[config.mk]
export PLATFORM = sky130hd
export DESIGN_NAME = pm25_aqi_classifier_top
export DESIGN_NICKNAME = d
export VERILOG_FILES = /design/src/rtl/pm25aqi_pkg.sv /design/src/rtl/pm25_aqi_classifier_top.sv
export VERILOG_INCLUDE_DIRS = /design/src /design/src/rtl
export SDC_FILE = /design/constraint.sdc
export NUM_CORES = 1
export LEC_CHECK = 0
export BUFFER_PORTS_ARGS = -buffer_cell sky130_fd_sc_hd__buf_2
export CAP_MARGIN = 40
export CORE_MARGIN = 2
export CORE_UTILIZATION = 28
export CTS_CLUSTER_SIZE = 8
export DETAILED_ROUTE_END_ITERATION = 8
export SYNTH_ARGS = -nofsm -noshare
export SYNTH_HDL_FRONTEND = slang
export SYNTH_SLANG_ARGS = --single-unit
[constraint.sdc]
create_clock -name clk -period 7.3 [get_ports clk]
set_input_delay 1.095 -clock clk [delete_from_list [all_inputs] [get_ports clk]]
set_output_delay 1.095 -clock clk [all_outputs]
set_load 0.03 [all_outputs]
[src/rtl/assert_macros.svh]
// Assertion helpers shared by the RTL files.
// All of them are clocked on clk and disabled while rst_n is low.
`ifndef ASSERT_MACROS_SVH
`define ASSERT_MACROS_SVH

// The expression must hold at every clock edge.
`define ASSERT_ALWAYS(lbl, expr, msg) \
  lbl: assert property (@(posedge clk) disable iff (!rst_n) (expr)) else $error(msg);

// The antecedent implies the consequent in the same cycle.
`define ASSERT_IMPL(lbl, ante, cons, msg) \
  lbl: assert property (@(posedge clk) disable iff (!rst_n) (ante) |-> (cons)) else $error(msg);

`endif

[src/rtl/pm25aqi_pkg.sv]
package pm25aqi_pkg;

  localparam int NUM_SEG     = 7;
  localparam int CONC_W      = 13;
  localparam int AQI_W       = 10;
  localparam int CAT_W       = 3;
  localparam int BASE_W      = 9;
  localparam int STEP_W      = 8;
  localparam int DIV_W       = 12;
  localparam int NUM_W       = 20;  // 2*d*span + width, at most 939200
  localparam int QUO_W       = 8;   // quotient never exceeds 235
  localparam int RECIP_SHIFT = 20;
  localparam int RECIP_W     = 13;
  localparam int SUM_W       = AQI_W + 1;
  localparam int IN_TDATA_W  = 16;
  localparam int OUT_TDATA_W = 16;
  localparam int OUT_TUSER_W = 4;
  localparam int CFG_IDX_W   = 2;

  typedef logic [CONC_W-1:0]  conc_t;
  typedef logic [AQI_W-1:0]   aqi_t;
  typedef logic [CAT_W-1:0]   cat_t;
  typedef logic [BASE_W-1:0]  base_t;
  typedef logic [STEP_W-1:0]  step_t;
  typedef logic [DIV_W-1:0]   div_t;
  typedef logic [NUM_W-1:0]   num_t;
  typedef logic [QUO_W-1:0]   quo_t;
  typedef logic [RECIP_W-1:0] recip_t;

  // configuration register indexes
  localparam logic [CFG_IDX_W-1:0] REG_LOW_LIMIT  = CFG_IDX_W'(0);
  localparam logic [CFG_IDX_W-1:0] REG_HIGH_LIMIT = CFG_IDX_W'(1);

  localparam conc_t LOW_LIMIT_RST  = CONC_W'(50);
  localparam conc_t HIGH_LIMIT_RST = CONC_W'(5505);
  localparam int    AQI_MAX        = 1023;

  // segment start, in tenths
  localparam conc_t SEG_LO [NUM_SEG] = '{
    CONC_W'(0), CONC_W'(120), CONC_W'(355), CONC_W'(555),
    CONC_W'(1505), CONC_W'(2505), CONC_W'(3505)
  };

  // segment width, in tenths
  localparam int SEG_WIDTH_I [NUM_SEG] = '{120, 235, 200, 950, 1000, 1000, 2000};

  localparam div_t SEG_WIDTH [NUM_SEG] = '{
    DIV_W'(SEG_WIDTH_I[0]), DIV_W'(SEG_WIDTH_I[1]), DIV_W'(SEG_WIDTH_I[2]),
    DIV_W'(SEG_WIDTH_I[3]), DIV_W'(SEG_WIDTH_I[4]), DIV_W'(SEG_WIDTH_I[5]),
    DIV_W'(SEG_WIDTH_I[6])
  };

  // divisor 2*width
  localparam div_t SEG_DIV [NUM_SEG] = '{
    DIV_W'(2 * SEG_WIDTH_I[0]), DIV_W'(2 * SEG_WIDTH_I[1]), DIV_W'(2 * SEG_WIDTH_I[2]),
    DIV_W'(2 * SEG_WIDTH_I[3]), DIV_W'(2 * SEG_WIDTH_I[4]), DIV_W'(2 * SEG_WIDTH_I[5]),
    DIV_W'(2 * SEG_WIDTH_I[6])
  };

  // floor(2^20 / (2*width)); estimate is low by at most one
  localparam recip_t SEG_RECIP [NUM_SEG] = '{
    RECIP_W'((1 << RECIP_SHIFT) / (2 * SEG_WIDTH_I[0])),
    RECIP_W'((1 << RECIP_SHIFT) / (2 * SEG_WIDTH_I[1])),
    RECIP_W'((1 << RECIP_SHIFT) / (2 * SEG_WIDTH_I[2])),
    RECIP_W'((1 << RECIP_SHIFT) / (2 * SEG_WIDTH_I[3])),
    RECIP_W'((1 << RECIP_SHIFT) / (2 * SEG_WIDTH_I[4])),
    RECIP_W'((1 << RECIP_SHIFT) / (2 * SEG_WIDTH_I[5])),
    RECIP_W'((1 << RECIP_SHIFT) / (2 * SEG_WIDTH_I[6]))
  };

  // index at segment start
  localparam base_t SEG_BASE [NUM_SEG] = '{
    BASE_W'(0), BASE_W'(50), BASE_W'(100), BASE_W'(150),
    BASE_W'(200), BASE_W'(300), BASE_W'(400)
  };

  // index span across the segment
  localparam base_t SEG_SPAN [NUM_SEG] = '{
    BASE_W'(50), BASE_W'(50), BASE_W'(50), BASE_W'(50),
    BASE_W'(100), BASE_W'(100), BASE_W'(100)
  };

  // 2*span
  localparam step_t SEG_STEP2 [NUM_SEG] = '{
    STEP_W'(100), STEP_W'(100), STEP_W'(100), STEP_W'(100),
    STEP_W'(200), STEP_W'(200), STEP_W'(200)
  };

  localparam cat_t CAT_TOP = CAT_W'(NUM_SEG - 1);

  typedef struct packed {
    conc_t d;
    cat_t  cat;
    logic  outl;
  } s1_t;

  typedef struct packed {
    num_t n;
    cat_t cat;
    logic outl;
  } s2_t;

  typedef struct packed {
    num_t n;
    quo_t qe;
    cat_t cat;
    logic outl;
  } s3_t;

  typedef struct packed {
    aqi_t aqi;
    cat_t cat;
    logic outl;
  } s4_t;

endpackage

[src/rtl/pm25_aqi_classifier_top.sv]
// Pipeline: four register stages, the first loaded at the input accept edge;
//   out_tvalid rises when the item reaches the fourth, later under an output stall.
// Throughput: one item per cycle while the output is not stalled; the path is four registered
//   stages, the deepest being the 20x13 reciprocal multiply that forms the quotient.
// Reset (rst_n low at a clock edge, synchronous): all stage valid bits clear,
//   outlier limits return to 50 and 5505 tenths. Payload is not reset.
module pm25_aqi_classifier_top (
  input  logic                                  clk,
  input  logic                                  rst_n,
  // input item stream
  input  logic                                  in_tvalid,
  output logic                                  in_tready,
  input  logic [pm25aqi_pkg::IN_TDATA_W-1:0]    in_tdata,   // [12:0] conc_tenths
  // result item stream
  output logic                                  out_tvalid,
  input  logic                                  out_tready,
  output logic [pm25aqi_pkg::OUT_TDATA_W-1:0]   out_tdata,  // [9:0] aqi_value
  output logic [pm25aqi_pkg::OUT_TUSER_W-1:0]   out_tuser,  // [2:0] category, [3] is_outlier
  // configuration writes
  input  logic                                  cfg_valid,
  output logic                                  cfg_ready,
  input  logic [pm25aqi_pkg::CFG_IDX_W-1:0]     cfg_index,
  input  logic [pm25aqi_pkg::CONC_W-1:0]        cfg_data
);
  import pm25aqi_pkg::*;

`include "assert_macros.svh"

  // ---------------------------------------------------------------------
  // Configuration registers. Writes always accepted; unknown index dropped.
  // ---------------------------------------------------------------------
  conc_t low_lim_r, high_lim_r;

  assign cfg_ready = 1'b1;

  always_ff @(posedge clk) begin
    if (!rst_n) begin
      low_lim_r  <= LOW_LIMIT_RST;
      high_lim_r <= HIGH_LIMIT_RST;
    end else if (cfg_valid && cfg_ready) begin
      case (cfg_index)
        REG_LOW_LIMIT:  low_lim_r  <= cfg_data;
        REG_HIGH_LIMIT: high_lim_r <= cfg_data;
        default: ;
      endcase
    end
  end

  // ---------------------------------------------------------------------
  // Stage handshake. Each stage loads when it is empty or its successor
  // moves, so a stall backs up without losing or repeating an item.
  // ---------------------------------------------------------------------
  logic v1_r, v2_r, v3_r, v4_r;
  logic rdy1, rdy2, rdy3, rdy4;

  assign rdy4      = !v4_r || out_tready;
  assign rdy3      = !v3_r || rdy4;
  assign rdy2      = !v2_r || rdy3;
  assign rdy1      = !v1_r || rdy2;
  assign in_tready = rdy1;

  always_ff @(posedge clk) begin
    if (!rst_n) begin
      v1_r <= 1'b0;
      v2_r <= 1'b0;
      v3_r <= 1'b0;
      v4_r <= 1'b0;
    end else begin
      if (rdy1) v1_r <= in_tvalid;
      if (rdy2) v2_r <= v1_r;
      if (rdy3) v3_r <= v2_r;
      if (rdy4) v4_r <= v3_r;
    end
  end

  // ---------------------------------------------------------------------
  // Stage 1: segment search, offset into segment, outlier test.
  // ---------------------------------------------------------------------
  conc_t conc;
  cat_t  seg;
  s1_t   s1_nxt, s1_r;

  assign conc = in_tdata[CONC_W-1:0];

  always_comb begin
    seg = '0;
    // breakpoints ascend, so the last one passed is the segment
    for (int i = 1; i < NUM_SEG; i++) begin
      if (conc >= SEG_LO[i]) seg = CAT_W'(i);
    end
    s1_nxt.cat  = seg;
    s1_nxt.d    = conc - SEG_LO[seg];
    s1_nxt.outl = (conc < low_lim_r) || (conc > high_lim_r);
  end

  always_ff @(posedge clk) begin
    if (rdy1 && in_tvalid) s1_r <= s1_nxt;
  end

  // ---------------------------------------------------------------------
  // Stage 2: numerator 2*d*span + width (rounding offset folded in).
  // ---------------------------------------------------------------------
  logic [NUM_W:0] nmul;
  s2_t            s2_nxt, s2_r;

  always_comb begin
    nmul        = (NUM_W+1)'(s1_r.d) * (NUM_W+1)'(SEG_STEP2[s1_r.cat]);
    s2_nxt.n    = NUM_W'(nmul + (NUM_W+1)'(SEG_WIDTH[s1_r.cat]));
    s2_nxt.cat  = s1_r.cat;
    s2_nxt.outl = s1_r.outl;
  end

  always_ff @(posedge clk) begin
    if (rdy2 && v1_r) s2_r <= s2_nxt;
  end

  // ---------------------------------------------------------------------
  // Stage 3: quotient estimate by reciprocal multiply, low by 0 or 1.
  // ---------------------------------------------------------------------
  logic [NUM_W+RECIP_W-1:0] qmul;
  s3_t                      s3_nxt, s3_r;

  always_comb begin
    qmul        = (NUM_W+RECIP_W)'(s2_r.n) * (NUM_W+RECIP_W)'(SEG_RECIP[s2_r.cat]);
    s3_nxt.n    = s2_r.n;
    s3_nxt.qe   = qmul[RECIP_SHIFT +: QUO_W];
    s3_nxt.cat  = s2_r.cat;
    s3_nxt.outl = s2_r.outl;
  end

  always_ff @(posedge clk) begin
    if (rdy3 && v2_r) s3_r <= s3_nxt;
  end

  // ---------------------------------------------------------------------
  // Stage 4: remainder check and correction, add segment base, saturate.
  // ---------------------------------------------------------------------
  num_t           back, rem;
  logic           corr;
  logic [SUM_W-1:0] sum;
  s4_t            s4_nxt, s4_r;

  always_comb begin
    back        = NUM_W'(s3_r.qe) * NUM_W'(SEG_DIV[s3_r.cat]);
    rem         = s3_r.n - back;
    corr        = rem >= NUM_W'(SEG_DIV[s3_r.cat]);
    sum         = SUM_W'(SEG_BASE[s3_r.cat]) + SUM_W'(s3_r.qe) + SUM_W'(corr);
    s4_nxt.aqi  = (sum > SUM_W'(AQI_MAX)) ? AQI_W'(AQI_MAX) : sum[AQI_W-1:0];
    s4_nxt.cat  = s3_r.cat;
    s4_nxt.outl = s3_r.outl;
  end

  always_ff @(posedge clk) begin
    if (rdy4 && v3_r) s4_r <= s4_nxt;
  end

  assign out_tvalid = v4_r;
  assign out_tdata  = OUT_TDATA_W'(s4_r.aqi);
  assign out_tuser  = {s4_r.outl, s4_r.cat};

  // ---------------------------------------------------------------------
  // Checks
  // ---------------------------------------------------------------------
  logic rem_ok;
  logic aqi_in_seg;
  logic take_full;

  // remainder must stay below twice the divisor or one correction is too few
  assign rem_ok = {1'b0, rem} < ((NUM_W+1)'(SEG_DIV[s3_r.cat]) << 1);

  // below the top segment the index stays inside its segment's range
  assign aqi_in_seg = (s4_r.cat == CAT_TOP) ||
                      ((SUM_W'(s4_r.aqi) >= SUM_W'(SEG_BASE[s4_r.cat])) &&
                       (SUM_W'(s4_r.aqi) <= SUM_W'(SEG_BASE[s4_r.cat]) +
                                            SUM_W'(SEG_SPAN[s4_r.cat])));

  // input item taken while every stage holds an item
  assign take_full = in_tvalid && in_tready && v1_r && v2_r && v3_r && v4_r;

  `ASSERT_IMPL(a_rem_bound, v3_r, rem_ok, "quotient estimate off by more than one")
  `ASSERT_IMPL(a_aqi_range, v4_r, aqi_in_seg, "index outside its category range")
  `ASSERT_IMPL(a_full_accept, take_full, out_tready, "item taken into a full stalled pipeline")

endmodule
==> flow_metrics.py <==
metrics = {
    "status": {
        "status": "finished with violations",
        "failed_checks": "setup timing",
    },
    "die": {
        "rows": 93,
        "core_area_um2": 64200,
        "ios": 59,
        "die_x_um": 259,
        "start_util_pct": 28.2,
        "dieArea_um2": 66900,
        "die_h_um": 259,
    },
    "cells_and_area": {
        "multi_input_area_um2": 13500,
        "fin_nets": 2623,
        "regArea_um2": 3210,
        "drive_gt1_share_pct": 12.7,
        "n_antenna_cell": 0,
        "fillCellCount": 6584,
        "area_delta_synth_final_pct": 16.0,
        "fin_cells": 2944,
    },
    "route": {
        "drtAntennaViolNets": 0,
        "vias": 13107,
        "drtPass1Iterations": 5,
        "wirelength_um": 41500,
        "drtIter0Drc": 513,
        "post_drt_wl_per_cell_um": 14.1,
        "drc": 0,
        "avgViaCountPerCell": 4.45,
    },
    "worst_hold_path": {
        "hold_path_class": "flip-flop to flip-flop",
    },
    "worst_setup_path": {
        "reg2reg_slack_ns": -0.44,
        "critPathKind": "flip-flop to flip-flop",
        "crit_path_max_incr_delay_ns": 0.52,
        "cp.required_ns": 7.48,
        "crit_path_max_fanout": 6,
        "worstPathArrival_ns": 7.92,
        "critPathMostFrequentCell": "fa_1",
        "cp-start-kind": "flip-flop",
        "cp_slowest_cell": "fa_1",
        "endpoint_kind": "flip-flop",
    },
    "global_routing": {
        "first_global_vias": 14380,
        "grt_max_degree": 33,
        "grt_pass1_wl_um": 70200,
        "antenna_found_initial": 0,
        "grtUsageTotal_pct": 12.9,
        "overflow": 0,
    },
    "clocking": {
        "h-tree-depth": 4,
        "cts_root_buffer": "clkbuf_16",
        "hold_buffers": 0,
        "cts_tree": "yes",
        "clock-sinks": 117,
        "clk_pin_slew_ns": 0.07,
        "clk_latency_ns": 0.45,
        "cts-buffers-inserted": 17,
        "cts_buffer_depth": 2,
    },
    "place": {
        "gp_congestion": 0.861,
        "detailed_place_hpwl_um": 34600,
        "numPortBuffers": 48,
        "placed_cells": 2891,
    },
    "timing": {
        "fmax_mhz": 129,
        "tightest_slew_ns": 0.861,
        "setup_violations": 4,
        "fin_crit_ns": 7.74,
        "slew_headroom_pct": 42.6,
        "final.setup_skew_ns": 0.0186,
        "finalMaxSlewViolations": 0,
        "rsz0062_at_grt": "true",
        "hold_viol": 0,
        "fin_ws_ns": -0.443,
        "timing.final.crit_share_pct": 106,
    },
    "synth": {
        "ys_types": 71,
        "synth_top_area_cell": "fa_1",
        "synth-seq-cells": 117,
        "async_reset_ff_share_pct": 0,
        "syn_area_per_cell_um2": 9.40,
        "synth_edf_count": 87,
        "synth_top_area_share_pct": 28.9,
        "synth_area_leaders": "fa_1 29%, ha_1 17%, edfxtp_1 14%",
        "yosysWarningCount": 0,
        "ys.flop_type": "edfxtp_1",
        "synth-seq-area-share_pct": 17.7,
        "netlist_instances": 1930,
        "syn_area_um2": 18100,
    },
    "flow_run": {
        "cap_violations": 0,
    },
}
[logic make-up after synthesis]
| group | share of synthesized area, % |
|---|---|
| compound gates | 7.76 |
| xor+xnor | 3.09 |
| fa+ha+maj | 46.1 |
| buf+inv | 9.81 |
| flops | 17.7 |
| mux | 0.310 |
| other cells | 0.0414 |
| simple gates | 15.2 |
[cells in the mapped netlist (3+ instances only)]
master,number
xnor2_1,46
a21o_1,20
o21ai_0,35
nand2_1,175
clkbuf_1,40
and2_1,107
xor2_1,18
ha_1,249
edfxtp_1,87
a21oi_1,55
a211o_1,3
a31oi_1,7
o21ai_1,5
buf_4,7
nand2b_1,30
o21a_1,15
o21bai_1,9
o2111ai_1,4
buf_1,3
a21boi_0,23
dfxtp_1,30
fa_1,262
o211ai_1,9
a211oi_1,5
nor2_1,93
inv_1,415
or2_2,7
and3_1,11
mux2i_1,3
nand3_1,13
nand4_1,10
nor4_1,5
nor3_1,19
nor2b_1,65
[worst max-delay path: cells and delay by family, from the launching register on]
| kind | cells | cell delay (ns) |
|---|---|---|
| fa+ha+maj | 8 | 2.79 |
| compound gates | 12 | 2.15 |
| simple gates | 6 | 1.13 |
| buf+inv | 7 | 0.76 |
| flops | 1 | 0.43 |
| xor+xnor | 2 | 0.23 |
[timing repair]
| action | in CTS | in global routing |
|---|---|---|
| cloned | 0 | 0 |
| setup endpoints to repair | 6 | 8 |
| setup buffers | 17 | 6 |
| pin swaps | 42 | 25 |
| resized for setup | 36 | 12 |
[layer usage]
| layer | track usage [%] | share of wire [%] | wire [µm] | vias up |
|---|---|---|---|---|
| met3 | 1.72 | 3.6 | 1500 | 57 |
| met5 | 0 | 0 | 0 | - |
| met4 | 2.99 | 1.7 | 717 | 0 |
| met2 | 23.9 | 52 | 21400 | 255 |
| li1 | - | - | - | 6353 |
| met1 | 15.9 | 43 | 17900 | 6442 |
[path summary, 6_finish.rpt]
| kind | from | end | depth (start not counted) |
|---|---|---|---|
| hold / removal | s2_r[0]$_DFFE_PP_ | s3_r[0]$_DFFE_PP_ | 0 |
| hold reg to reg | s2_r[0]$_DFFE_PP_ | s3_r[0]$_DFFE_PP_ | 0 |
| setup reg to reg | s3_r[2]$_DFFE_PP_ | out_tdata[8]$_SDFFCE_PN1P_ | 35 |
| setup / recovery | s3_r[2]$_DFFE_PP_ | out_tdata[8]$_SDFFCE_PN1P_ | 35 |
[cell usage in the layout, fill, tap and decap left out, types with 6 or more instances in the layout]
cell / netlist / routed
ha_1: 249 / 238
dfxtp_1: 30 / 30
a21boi_0: 23 / 22
inv_1: 415 / 408
a21oi_2: 2 / 10
xnor2_1: 46 / 43
ha_4: 0 / 7
xor2_1: 18 / 17
inv_6: 0 / 6
a21oi_1: 55 / 45
edfxtp_1: 87 / 87
nor2_1: 93 / 92
a31oi_1: 7 / 6
o21ai_1: 5 / 7
or2_2: 7 / 7
nor2b_1: 65 / 61
o21a_1: 15 / 15
a21o_1: 20 / 20
nand4_1: 10 / 10
and2_1: 107 / 104
o211ai_1: 9 / 9
conb_1: 2 / 19
nand2b_1: 30 / 30
nand2_1: 175 / 172
clkbuf_16: 0 / 17
fa_1: 262 / 259
nand3_1: 13 / 13
buf_4: 7 / 105
nor3_1: 19 / 19
buf_6: 0 / 6
and3_1: 11 / 11
buf_2: 0 / 48
o21ai_0: 35 / 32
o21bai_1: 9 / 8
inv_2: 0 / 6
[area by class of cell]
cell class | count | share of cell area (%)
multi-input cells | 1363 | 64.0
flip-flops and latches | 117 | 15.3
inverters | 416 | 7.45
repair buffers | 161 | 5.40
well taps | 855 | 5.08
clock buffers | 17 | 2.02
clock inverters | 15 | 0.743
[sequential cells by signal, summed over array words and instances (netlist names)]
register / flops
s2_r: 24
v1_r: 1
v2_r: 1
high_lim_r: 13
s3_r: 32
out_tuser: 4
s1_r: 17
low_lim_r: 13
v3_r: 1
out_tvalid: 1
out_tdata: 10
[metrics by stage]
step / utilization, % / setup WS, ns / instance area, µm² / hold WS [ns] / setup TNS, ns
floorplan: - / -0.166 / 18300 / 0.400 / -0.166
global placement: 31.2 / -0.432 / 20100 / 0.410 / -1.00
detailed placement: 31.3 / -0.625 / 20100 / 0.407 / -1.90
CTS: 32.6 / -0.468 / 21000 / 0.422 / -1.06
global route: 32.8 / -0.737 / 21000 / 0.439 / -2.74
finish: 32.8 / -0.443 / 21000 / 0.420 / -1.05
Power is left out: the tool's default activity adds up to more than one toggle a clock period on the data nets, which glitch-free logic cannot reach.
